--- config.mk ---
export PLATFORM = sky130hd
export DESIGN_NAME = uudecode_stream_flat
export DESIGN_NICKNAME = d
export VERILOG_FILES = /design/src/rtl/uud_pkg.sv /design/src/rtl/uud_if.sv /design/src/rtl/uud_front.sv /design/src/rtl/uud_queue.sv /design/src/rtl/uud_back.sv /design/src/rtl/uudecode_stream.sv /design/src/flat_wrapper.sv
export SDC_FILE = /design/constraint.sdc
export NUM_CORES = 1
export LEC_CHECK = 0
export ABC_AREA = 1
export BUFFER_PORTS_ARGS = -buffer_cell sky130_fd_sc_hd__buf_2
export CORE_UTILIZATION = 60
export CTS_BUF_LIST = sky130_fd_sc_hd__clkbuf_16
export CTS_CLUSTER_DIAMETER = 150
export DETAILED_ROUTE_END_ITERATION = 7
export GPL_TIMING_DRIVEN = 0
export HOLD_SLACK_MARGIN = 0.05
export PLACE_DENSITY_LB_ADDON = 0.1
export SETUP_SLACK_MARGIN = 0.02
export SLEW_MARGIN = 20
export SYNTH_ARGS = -nofsm -noshare
export SYNTH_HDL_FRONTEND = slang
export SYNTH_SLANG_ARGS = --single-unit
--- constraint.sdc ---
create_clock -name i_clk -period 6.9 [get_ports i_clk]
set_input_delay 0.69 -clock i_clk [delete_from_list [all_inputs] [get_ports i_clk]]
set_output_delay 0.69 -clock i_clk [all_outputs]
set_load 0.01 [all_outputs]
--- src/rtl/uud_pkg.sv ---
package uud_pkg;

    // Decoder line state
    typedef enum logic [1:0] {
        MODE_LEN  = 2'd0,
        MODE_DATA = 2'd1,
        MODE_SKIP = 2'd2,
        MODE_DONE = 2'd3
    } t_mode;

    // One unit of output work: emit cnt bytes, the first three taken from grp
    // (oldest byte highest) and the rest zero; clr clears the byte total after.
    typedef struct packed {
        logic [23:0] grp;
        logic [5:0]  cnt;
        logic        clr;
    } t_job;

    localparam logic [7:0]  CHAR_BIAS  = 8'd32;
    localparam logic [5:0]  DIGIT_MASK = 6'h3f;
    localparam logic [7:0]  CHAR_LF    = 8'h0a;
    localparam logic [7:0]  CHAR_CR    = 8'h0d;
    localparam logic [31:0] TOTAL_MAX  = 32'hffff_ffff;

endpackage

--- src/rtl/uud_if.sv ---
interface uud_in_if;
    logic       valid;
    logic       ready;
    logic [7:0] in_byte;
    logic       end_of_buffer;

    modport source (output valid, output in_byte, output end_of_buffer, input ready);
    modport sink   (input valid, input in_byte, input end_of_buffer, output ready);
endinterface

interface uud_out_if;
    logic        valid;
    logic        ready;
    logic [7:0]  out_byte;
    logic        run_last;
    logic [31:0] total_written;

    modport source (output valid, output out_byte, output run_last, output total_written,
                    input ready);
    modport sink   (input valid, input out_byte, input run_last, input total_written,
                    output ready);
endinterface

--- src/rtl/uud_front.sv ---
module uud_front (
    input  logic          i_clk,
    input  logic          i_rst_n,
    uud_in_if.sink        i_in,
    input  logic          i_full,
    output logic          o_push,
    output uud_pkg::t_job o_job
);
    import uud_pkg::*;

    t_mode       r_mode, n_mode;
    logic [5:0]  r_rem, n_rem;
    logic [1:0]  r_gp, n_gp;
    logic [17:0] r_held, n_held;

    logic        accept;
    logic        is_lf, is_cr;
    logic [7:0]  biased;
    logic [5:0]  digit;
    logic [23:0] grp_v;
    logic [5:0]  grp_cnt;
    logic [5:0]  take3;

    // Left-justify the held digits in a 24-bit group, zero digits padding the tail.
    function automatic logic [23:0] pad_group(input logic [17:0] held, input logic [1:0] gp);
        logic [23:0] v;
        case (gp)
            2'd0:    v = 24'd0;
            2'd1:    v = {held[5:0], 18'd0};
            2'd2:    v = {held[11:0], 12'd0};
            2'd3:    v = {held, 6'd0};
            default: v = 24'd0;
        endcase
        return v;
    endfunction

    assign i_in.ready = !i_full;
    assign accept     = i_in.valid && !i_full;
    assign is_lf      = (i_in.in_byte == CHAR_LF);
    assign is_cr      = (i_in.in_byte == CHAR_CR);
    assign biased     = i_in.in_byte - CHAR_BIAS;
    assign digit      = biased[5:0] & DIGIT_MASK;
    assign take3      = (r_rem < 6'd3) ? r_rem : 6'd3;

    always_ff @(posedge i_clk) begin
        if (!i_rst_n) begin
            r_mode <= MODE_LEN;
            r_rem  <= '0;
            r_gp   <= '0;
            r_held <= '0;
        end else begin
            r_mode <= n_mode;
            r_rem  <= n_rem;
            r_gp   <= n_gp;
            r_held <= n_held;
        end
    end

    always_comb begin
        n_mode  = r_mode;
        n_rem   = r_rem;
        n_gp    = r_gp;
        n_held  = r_held;
        grp_v   = '0;
        grp_cnt = '0;
        o_push  = 1'b0;
        o_job   = '0;

        if (accept) begin
            case (r_mode)
                MODE_LEN: begin
                    if (!is_lf && !is_cr) begin
                        if (digit == 6'd0) begin
                            n_mode = MODE_DONE;
                        end else begin
                            n_rem  = digit;
                            n_gp   = 2'd0;
                            n_held = '0;
                            n_mode = MODE_DATA;
                        end
                    end
                end
                MODE_DATA: begin
                    if (is_lf || is_cr) begin
                        // early line end: flush everything still owed
                        grp_v   = pad_group(r_held, r_gp);
                        grp_cnt = r_rem;
                        n_rem   = '0;
                        n_gp    = 2'd0;
                        n_held  = '0;
                        n_mode  = is_lf ? MODE_LEN : MODE_SKIP;
                    end else if (r_gp == 2'd3) begin
                        grp_v   = {r_held, digit};
                        grp_cnt = take3;
                        n_rem   = r_rem - take3;
                        n_gp    = 2'd0;
                        n_held  = '0;
                        if (r_rem == take3) begin
                            n_mode = MODE_SKIP;
                        end
                    end else begin
                        n_held = {r_held[11:0], digit};
                        n_gp   = r_gp + 2'd1;
                    end
                end
                MODE_SKIP: begin
                    if (is_lf) begin
                        n_mode = MODE_LEN;
                    end
                end
                default: begin
                end
            endcase

            o_job.grp = grp_v;
            o_job.cnt = grp_cnt;
            o_push    = (grp_cnt != 6'd0);

            if (i_in.end_of_buffer) begin
                // flush the open line into the same job, then drop back to reset
                if (n_mode == MODE_DATA) begin
                    o_job.cnt = grp_cnt + n_rem;
                    if (grp_cnt == 6'd0) begin
                        o_job.grp = pad_group(n_held, n_gp);
                    end
                end
                o_job.clr = 1'b1;
                o_push    = 1'b1;
                n_mode    = MODE_LEN;
                n_rem     = '0;
                n_gp      = 2'd0;
                n_held    = '0;
            end
        end
    end

endmodule

--- src/rtl/uud_queue.sv ---
module uud_queue #(
    parameter int DEPTH = 4
) (
    input  logic          i_clk,
    input  logic          i_rst_n,
    input  logic          i_push,
    input  uud_pkg::t_job i_job,
    output logic          o_full,
    input  logic          i_pop,
    output logic          o_valid,
    output uud_pkg::t_job o_job
);
    import uud_pkg::*;

    localparam int PW = $clog2(DEPTH);
    localparam int CW = $clog2(DEPTH + 1);
    localparam logic [PW-1:0] LAST_PTR = PW'(DEPTH - 1);
    localparam logic [CW-1:0] FULL_CNT = CW'(DEPTH);

    t_job          r_mem [DEPTH];
    logic [PW-1:0] r_wptr, r_rptr;
    logic [CW-1:0] r_count;
    logic          do_push, do_pop;

    assign o_full  = (r_count == FULL_CNT);
    assign o_valid = (r_count != '0);
    assign o_job   = r_mem[r_rptr];
    assign do_push = i_push && !o_full;
    assign do_pop  = i_pop && o_valid;

    always_ff @(posedge i_clk) begin
        if (do_push) begin
            r_mem[r_wptr] <= i_job;
        end
    end

    always_ff @(posedge i_clk) begin
        if (!i_rst_n) begin
            r_wptr  <= '0;
            r_rptr  <= '0;
            r_count <= '0;
        end else begin
            if (do_push) begin
                r_wptr <= (r_wptr == LAST_PTR) ? '0 : r_wptr + 1'b1;
            end
            if (do_pop) begin
                r_rptr <= (r_rptr == LAST_PTR) ? '0 : r_rptr + 1'b1;
            end
            case ({do_push, do_pop})
                2'b10:   r_count <= r_count + 1'b1;
                2'b01:   r_count <= r_count - 1'b1;
                default: r_count <= r_count;
            endcase
        end
    end

endmodule

--- src/rtl/uud_back.sv ---
module uud_back (
    input  logic          i_clk,
    input  logic          i_rst_n,
    input  logic          i_job_valid,
    input  uud_pkg::t_job i_job,
    output logic          o_pop,
    uud_out_if.source     o_out
);
    import uud_pkg::*;

    t_job        r_job;
    logic        r_active;
    logic [5:0]  r_idx;
    logic [31:0] r_total;
    logic        r_ovalid;
    logic [7:0]  r_obyte;
    logic        r_olast;
    logic [31:0] r_ototal;

    logic        adv;
    logic        last;
    logic [7:0]  cur_byte;
    logic [31:0] inc_total;

    assign adv       = r_active && (!r_ovalid || o_out.ready);
    assign last      = (r_idx == (r_job.cnt - 6'd1));
    assign o_pop     = i_job_valid && (!r_active || (adv && last));
    assign inc_total = (r_total == TOTAL_MAX) ? r_total : r_total + 32'd1;

    always_comb begin
        case (r_idx)
            6'd0:    cur_byte = r_job.grp[23:16];
            6'd1:    cur_byte = r_job.grp[15:8];
            6'd2:    cur_byte = r_job.grp[7:0];
            default: cur_byte = 8'd0;
        endcase
    end

    assign o_out.valid         = r_ovalid;
    assign o_out.out_byte      = r_obyte;
    assign o_out.run_last      = r_olast;
    assign o_out.total_written = r_ototal;

    always_ff @(posedge i_clk) begin
        if (adv) begin
            r_obyte  <= cur_byte;
            r_olast  <= last;
            r_ototal <= inc_total;
        end
        if (o_pop) begin
            r_job <= i_job;
        end
    end

    always_ff @(posedge i_clk) begin
        if (!i_rst_n) begin
            r_active <= 1'b0;
            r_idx    <= '0;
            r_total  <= '0;
            r_ovalid <= 1'b0;
        end else begin
            if (adv) begin
                r_ovalid <= 1'b1;
                r_idx    <= r_idx + 6'd1;
                r_total  <= (last && r_job.clr) ? 32'd0 : inc_total;
            end else if (o_out.ready) begin
                r_ovalid <= 1'b0;
            end

            if (o_pop) begin
                r_idx <= '0;
                if (i_job.cnt == 6'd0) begin
                    // end-of-buffer with nothing owed: just clear the total
                    r_active <= 1'b0;
                    if (i_job.clr) begin
                        r_total <= '0;
                    end
                end else begin
                    r_active <= 1'b1;
                end
            end else if (adv && last) begin
                r_active <= 1'b0;
            end
        end
    end

endmodule

--- src/rtl/uudecode_stream.sv ---
// Streaming uudecoder for a body without begin or end lines. The front end
// takes one encoded character per cycle whenever the job queue has room,
// tracks line length, digit grouping and skip state, and turns every finished
// group, early line end or end-of-buffer flush into one job. The back end
// drains jobs from a QUEUE_DEPTH-entry queue and sends one decoded byte per
// cycle while the receiver is ready, through a registered output; a full
// group of four input characters yields up to three output bytes. Input
// stalls only while the queue is full, which happens when a long early-line
// flush (up to 63 zero-padded bytes) is still draining or when the receiver
// holds off the output. The last byte caused by one input character
// carries run_last, and total_written counts bytes since reset or since the
// last end-of-buffer character, saturating at all ones. No clearing pass is
// needed after reset.
module uudecode_stream #(
    parameter int QUEUE_DEPTH = 4
) (
    input  logic      i_clk,
    input  logic      i_rst_n,
    uud_in_if.sink    i_in,
    uud_out_if.source o_out
);
    import uud_pkg::*;

    logic push, full, pop, job_valid;
    t_job push_job, pop_job;

    // Classify characters and build jobs
    uud_front u_front (
        .i_clk   (i_clk),
        .i_rst_n (i_rst_n),
        .i_in    (i_in),
        .i_full  (full),
        .o_push  (push),
        .o_job   (push_job)
    );

    // Decouple the two sides so each may stall on its own
    uud_queue #(
        .DEPTH (QUEUE_DEPTH)
    ) u_queue (
        .i_clk   (i_clk),
        .i_rst_n (i_rst_n),
        .i_push  (push),
        .i_job   (push_job),
        .o_full  (full),
        .i_pop   (pop),
        .o_valid (job_valid),
        .o_job   (pop_job)
    );

    // Emit decoded bytes, one transfer per cycle while the receiver is ready
    uud_back u_back (
        .i_clk       (i_clk),
        .i_rst_n     (i_rst_n),
        .i_job_valid (job_valid),
        .i_job       (pop_job),
        .o_pop       (pop),
        .o_out       (o_out)
    );

endmodule
--- src/flat_wrapper.sv ---
// flat-port wrapper written by rule: the top's interface ports become plain ports
module uudecode_stream_flat import uud_pkg::*;
#(
    parameter int QUEUE_DEPTH = 4
)
  (i_clk, i_rst_n, i_in_valid, i_in_in_byte, i_in_end_of_buffer, i_in_ready, o_out_valid, o_out_out_byte, o_out_run_last, o_out_total_written, o_out_ready);
  uud_in_if i_in_i ();
  uud_out_if o_out_i ();
  input  logic i_clk;
  input  logic i_rst_n;
  input wire logic [$bits(i_in_i.valid)-1:0] i_in_valid;
  input wire logic [$bits(i_in_i.in_byte)-1:0] i_in_in_byte;
  input wire logic [$bits(i_in_i.end_of_buffer)-1:0] i_in_end_of_buffer;
  output wire logic [$bits(i_in_i.ready)-1:0] i_in_ready;
  output wire logic [$bits(o_out_i.valid)-1:0] o_out_valid;
  output wire logic [$bits(o_out_i.out_byte)-1:0] o_out_out_byte;
  output wire logic [$bits(o_out_i.run_last)-1:0] o_out_run_last;
  output wire logic [$bits(o_out_i.total_written)-1:0] o_out_total_written;
  input wire logic [$bits(o_out_i.ready)-1:0] o_out_ready;
  assign i_in_i.valid = i_in_valid;
  assign i_in_i.in_byte = i_in_in_byte;
  assign i_in_i.end_of_buffer = i_in_end_of_buffer;
  assign i_in_ready = i_in_i.ready;
  assign o_out_valid = o_out_i.valid;
  assign o_out_out_byte = o_out_i.out_byte;
  assign o_out_run_last = o_out_i.run_last;
  assign o_out_total_written = o_out_i.total_written;
  assign o_out_i.ready = o_out_ready;
  uudecode_stream #(.QUEUE_DEPTH(QUEUE_DEPTH)) u_core (.i_clk(i_clk), .i_rst_n(i_rst_n), .i_in(i_in_i), .o_out(o_out_i));
endmodule
==> flow_summary.json, run 1 <==
{
  "wl_um": 33800,
  "peakVddDrop_mv": 0.288,
  "ctsHoldBuffers": 0,
  "overflow": 0,
  "layout.nets": 1644,
  "yosysMostFrequentCell": "nand2_1",
  "hold_class": "primary input to flop",
  "seq_area_frac_synth_pct": 55.5,
  "slew_headroom_pct": 38.0,
  "coreArea_um2": 21800,
  "path_clk_slew_ps": 60,
  "synth_cell_types": 48,
  "synth_flop_cell": "edfxtp_1",
  "gp_congestion": 0.982,
  "grt_use_met1_pct": 41.1,
  "drtAntennaViolNets": 0,
  "p_sw_share_pct": 33.3,
  "busiest_layer": "met2",
  "synth_fp_nets": 1556,
  "power_frac_comb_pct": 25.5,
  "timing.critical_path.fanout_max": 34,
  "die_area_um2": 22900,
  "p_switching_mw": 1.63,
  "status": "complete, no violations",
  "antenna_found_initial": 1,
  "synthCells": 1519,
  "clkSinkCount": 273,
  "multi_input_area_um2": 5180,
  "p_clk_share_pct": 29.6,
  "rr_worst_depth": 16,
  "ys_seq_elements": 273,
  "grt_max_degree": 51,
  "maxSlewViolCount": 0,
  "cts_max_path_buffers": 3,
  "r2r_start": "u_core.u_back.r_job[1]$_DFFE_PP_",
  "endpoint": "u_core.u_queue.r_count[2]$_SDFFE_PN0P_",
  "rows": 54,
  "synth_top_cell_by_area": "edfxtp_1",
  "ios": 56,
  "wire_per_inst_um": 17.7,
  "startpoint_type": "flop",
  "root_buffer": "clkbuf_16",
  "setup_viol": 0,
  "grt_pass1_wl_um": 52700,
  "tns_ps": 0,
  "powerDensity_nw_per_um2": 326,
  "syn_avg_cell_area_um2": 8.80,
  "final_cells": 1909,
  "hold_viol": 0,
  "post-route-min-period_ps": 3470,
  "fill_cells": 1746,
  "use_met3_pct": 3.73,
  "setup_ws_ps": 3430,
  "regArea_um2": 7430,
  "grt_pass1_vias": 9925,
  "vias": 10800,
  "post-place-ws_ps": 3180,
  "cap_violations": 0,
  "syn_area_um2": 13400,
  "r2r_end": "u_core.u_queue.r_count[2]$_SDFFE_PN0P_",
  "synthArstFlopShare_pct": 0,
  "postCtsResizedCells": 0,
  "numPortBuffers": 54,
  "placed_cells": 1857,
  "power_mw": 4.90,
  "clkLatencyLatePin_ps": 550,
  "initial_core_util_pct": 61.3,
  "drt_pass1_iterations": 6,
  "crit_path_start": "u_core.u_back.r_job[1]$_DFFE_PP_",
  "skew_ps": 17.0,
  "r2r_slack_ps": 3430,
  "synth-warning-count": 0,
  "tritoncts": "done",
  "fp.dieH_um": 151,
  "grtUsageMet2_pct": 50.4,
  "antennaDiodeCount": 0,
  "drc": 0,
  "power_frac_seq_pct": 45.0,
  "area.growth.synth_to_final_pct": 12.2,
  "utilization_pct": 68.8,
  "dp_hpwl_um": 24700,
  "cp_data_required_time_ps": 7330,
  "yosys-top-cells-area": "edfxtp_1, nand2_1, dfxtp_1, nor2_1, a21oi_1",
  "grt_usage_pct": 30.0,
  "end_kind": "flop",
  "die_w_um": 151,
  "yosysTopAreaCellShare_pct": 44.0,
  "synth_edf_count": 196,
  "cts_setup_buffers": 0,
  "finalCritPeriodShare_pct": 50.3,
  "drt_iter0_drc": 1104,
  "intPower_mw": 3.27,
  "synth_commonest_cells": "nand2_1, edfxtp_1, nor2_1, inv_1, a21oi_1",
  "tightestPinTransition_ps": 926,
  "path_class": "flop to flop",
  "via_per_inst": 5.68,
  "worstPathArrival_ps": 3900,
  "fmax_mhz": 288,
  "p_leak_nw": 5.72,
  "rsz0062_at_grt": "no",
  "drive_gt1_share_pct": 9.88,
  "cts_buffers": 28,
  "htreeDepth": 1
}
placed cells by master (no fill, tap or decap), drive strengths merged, types with 2 or more instances in the layout:
cell / instances
a21boi: 22
nand3: 99
edfxtp: 196
a22oi: 3
xor2: 25
clkinv: 15
o22ai: 35
o21ai: 94
clkbuf: 71
xnor2: 10
nand4: 16
nor3: 20
o21bai: 2
ha: 22
and3: 2
buf: 80
nand3b: 3
clkinvlp: 6
a21oi: 98
nand2: 419
o32ai: 6
dfxtp: 77
fa: 2
a211oi: 2
nor2: 161
bufinv: 2
inv: 134
kinds of logic after synthesis:
kind of cell               synth area share [%]
and+or+nand+nor                            22.7
DFF                                        55.5
AOI/OAI and AO/OA                          11.2
buffers and inverters                      5.92
xor gates and xnor gates                   2.29
adders and majority gates                  2.36
final cells by class:
| cell class | instances | share of cell area, % |
|---|---|---|
| clock buffers | 28 | 4.67 |
| plain buffers | 65 | 1.96 |
| repair buffers | 58 | 2.38 |
| inverters | 133 | 3.34 |
| clock inverters | 24 | 1.28 |
| well taps | 280 | 2.33 |
| multi-input cells | 1048 | 34.5 |
| flip-flops and latches | 273 | 49.5 |
state kept, by name, indices dropped and copies added, names as in the netlist, named ones only:
register                           count
u_core.u_front.r_gp                    2
u_core.u_front.r_mode                  2
u_core.u_back.r_idx                    6
u_core.u_back.o_out.valid              1
u_core.u_back.o_out.total_written     32
u_core.u_back.r_active                 1
u_core.u_queue.r_count                 3
u_core.u_queue.r_rptr                  2
u_core.u_back.o_out.out_byte           8
u_core.u_front.r_held                 18
u_core.u_queue.r_wptr                  2
u_core.u_back.o_out.run_last           1
u_core.u_front.r_rem                   6
u_core.u_back.r_total                 32
u_core.u_queue.r_mem                 124
u_core.u_back.r_job                   31
per-stage QoR:
step                      hold slack [ps]  instance area [um^2]
after floorplan                       422                 13400
after global placement                435                 14000
after detailed placement              446                 14100
after CTS                             413                 15000
after global routing                  445                 15000
final                                 423                 15000
worst max-delay path, cell delays in order (launching register included):
cell and delay [ps]:
edfxtp_1 380, inv_1 120, ha_1 260, nand2_1 80, nand4_1 100, nor3_1 290
nand4_1 150, nand2_1 120, nand2_1 110, inv_2 560, ha_1 260, inv_1 70
fa_1 380, a21oi_1 150, o21ai_0 110, o21ai_0 160, a21oi_1 50
power groups by stage:
stage                     clock (mW)  combinational, mW  sequential [mW]
after CTS                       1.47               1.24             2.20
after global routing            1.53               1.38             2.23
final                           1.45               1.25             2.20
after floorplan                    0              0.763             2.26
after global placement             0               1.19             2.24
after detailed placement           0               1.24             2.24
how the worst min path moves through the flow:
stage / end / depth (start not counted) / startpoint
3_5_place_dp: u_core.u_queue.r_count[0]$_SDFFE_PN0P_ / 1 / u_core.u_queue.r_count[0]$_SDFFE_PN0P_
3_3_place_gp: u_core.u_queue.r_count[0]$_SDFFE_PN0P_ / 1 / u_core.u_queue.r_count[0]$_SDFFE_PN0P_
2_1_floorplan: u_core.u_queue.r_count[0]$_SDFFE_PN0P_ / 1 / u_core.u_queue.r_count[0]$_SDFFE_PN0P_
6_report: u_core.u_back.o_out.valid$_SDFFE_PN0P_ / 4 / o_out_ready
5_1_grt: u_core.u_back.o_out.valid$_SDFFE_PN0P_ / 4 / o_out_ready
4_1_cts: u_core.u_back.o_out.valid$_SDFFE_PN0P_ / 4 / o_out_ready
per-layer routing:
layer  vias to the layer above  share of wire, %
li1                       5302                 -
met1                      5042                43
met2                       424                48
met3                        69               7.2
met4                         0               2.2
met5                         -                 0
(Power assumes the default switching activity.)
==> inputs of run 2 (changes only) <==
clock period = 3.5 ns   (was 6.9 ns; I/O delays follow)
==> flow_summary.json, run 2 (synthesis results as in run 1) <==
{
  "layout_commonest_cell": "nand2_1",
  "status": "complete, no violations",
  "final_cell_mix": "nand2_1, edfxtp_1, nor2_1",
  "antenna_found_initial": 1,
  "hold_class": "primary input to flop",
  "overflow": 0,
  "worstPathArrival_ps": 3540,
  "path_clk_slew_ps": 60,
  "r2r_slack_ps": 250,
  "r2r_start": "u_core.u_front.r_gp[1]$_SDFFE_PN0P_",
  "skew_ps": 15.6,
  "setup_ws_ps": 252,
  "antennaDiodeCount": 0,
  "timing.critical_path.fanout_max": 10,
  "htreeDepth": 1,
  "cap_violations": 0,
  "clkSinkCount": 273,
  "cpMaxStageDelayCell": "dfxtp_1",
  "largest_register_ffs": 124,
  "crit_buf_inv": 3,
  "wire_per_inst_um": 17.7,
  "post-place-ws_ps": 38.8,
  "cts_setup_buffers": 0,
  "finalCritPeriodShare_pct": 92.8,
  "finalHoldWorstSlack_ps": 86.1,
  "startpoint_type": "flop",
  "crit_cells": 14,
  "coreArea_um2": 21800,
  "tritoncts": "done",
  "die_w_um": 151,
  "via_per_inst": 5.66,
  "grt_max_degree": 51,
  "crit_path_start": "u_core.u_front.r_gp[1]$_SDFFE_PN0P_",
  "slew_headroom_pct": 38.9,
  "cp_common_cell": "nand2_1",
  "endpoint": "u_core.u_queue.r_mem[1][5]$_DFFE_PP_",
  "p_leak_nw": 5.72,
  "cts_buffers": 28,
  "rr_worst_depth": 14,
  "regMostFlops": "u_core.u_queue.r_mem",
  "root_buffer": "clkbuf_16",
  "wl_um": 33800,
  "path_class": "flop to flop",
  "power_mw": 9.66,
  "crit_chain": "ha_2, inv_1, nand2_1, nand2_1, inv_2, buf_2, nand2_1, o21ai_0, a21oi_1, fa_1, a21oi_1, o21ai_0, xnor2_1, a211oi_1",
  "tns_ps": 0,
  "setup_viol": 0,
  "vias": 10800,
  "drt_iter0_drc": 1131,
  "cp_data_required_time_ps": 3790,
  "r2r_end": "u_core.u_queue.r_mem[1][5]$_DFFE_PP_",
  "dpl_cell_area_um2": 14100,
  "dp_hpwl_um": 24700,
  "peakVddDrop_mv": 0.568,
  "cp_slowest_stage_delay_ps": 460,
  "powerDensity_nw_per_um2": 643,
  "die_area_um2": 22900,
  "rows": 54,
  "drt_pass1_iterations": 5,
  "fin_area_um2": 15000,
  "rsz0062_at_grt": "yes",
  "grt_pass1_vias": 9925,
  "post-route-min-period_ps": 3250,
  "fp.dieH_um": 151,
  "layout.nets": 1644,
  "cpLargestDelayFamily": "compound AO/OA/AOI/OAI gates",
  "drtAntennaViolNets": 0,
  "drive_gt1_share_pct": 10.1,
  "maxSlewViolCount": 0,
  "hold_viol": 0,
  "ios": 56,
  "area.growth.synth_to_final_pct": 12.4,
  "numPortBuffers": 54,
  "whs_path_depth": 4,
  "fmax_mhz": 308,
  "gp_congestion": 0.982,
  "end_kind": "flop",
  "tightestPinTransition_ps": 914,
  "initial_core_util_pct": 61.3,
  "final_cells": 1909,
  "cts_max_path_buffers": 3,
  "grt_pass1_wl_um": 52700,
  "grt_usage_pct": 30.0,
  "placed_cells": 1857,
  "utilization_pct": 68.9,
  "drc": 0,
  "clkLatencyLatePin_ps": 550
}
run 2: layer usage:
layer / GRT usage [%] / wire (um)
met1: 41.1 / 14500
met2: 50.4 / 16200
met5: 0 / 0
met3: 3.73 / 2410
met4: 7.75 / 701
run 2: power breakdown:
part | internal, mW | switching (mW) | total [mW]
combinational | 0.686 | 1.78 | 2.47
clock | 1.61 | 1.24 | 2.85
sequential | 4.15 | 0.191 | 4.34
run 2: repair_timing:
item / in CTS / in global routing
hold buffers: 0 / 0
endpoints found under the setup margin: 0 / 9
gates resized for setup: 0 / 8
run 2: cell type report:
class                      count  area, um^2
clock buffer                  28         701
fill                        1744        6800
inverter                     133         507
clock inverter                24         191
multi-input combinational   1048        5200
buffer                        65         294
timing repair buffer          58         358
tap                          280         350
sequential                   273        7430
run 2: worst reg2reg max path: cells and delay by family (launching register included):
family	cells	cell delay [ps]
buf+inv	3	500
simple gates	3	240
fa+ha+maj	2	780
xor+xnor	1	140
compound gates	5	910
flops	1	460
run 2: worst min path at each step:
stage / start / end / slack, ps
floorplan: u_core.u_queue.r_count[0]$_SDFFE_PN0P_ / u_core.u_queue.r_count[0]$_SDFFE_PN0P_ / 420
global placement: u_core.u_queue.r_count[0]$_SDFFE_PN0P_ / u_core.u_queue.r_count[0]$_SDFFE_PN0P_ / 430
detailed placement: u_core.u_queue.r_count[0]$_SDFFE_PN0P_ / u_core.u_queue.r_count[0]$_SDFFE_PN0P_ / 450
CTS: o_out_ready / u_core.u_back.o_out.valid$_SDFFE_PN0P_ / 70
global route: o_out_ready / u_core.u_back.o_out.valid$_SDFFE_PN0P_ / 100
finish: o_out_ready / u_core.u_back.o_out.valid$_SDFFE_PN0P_ / 90
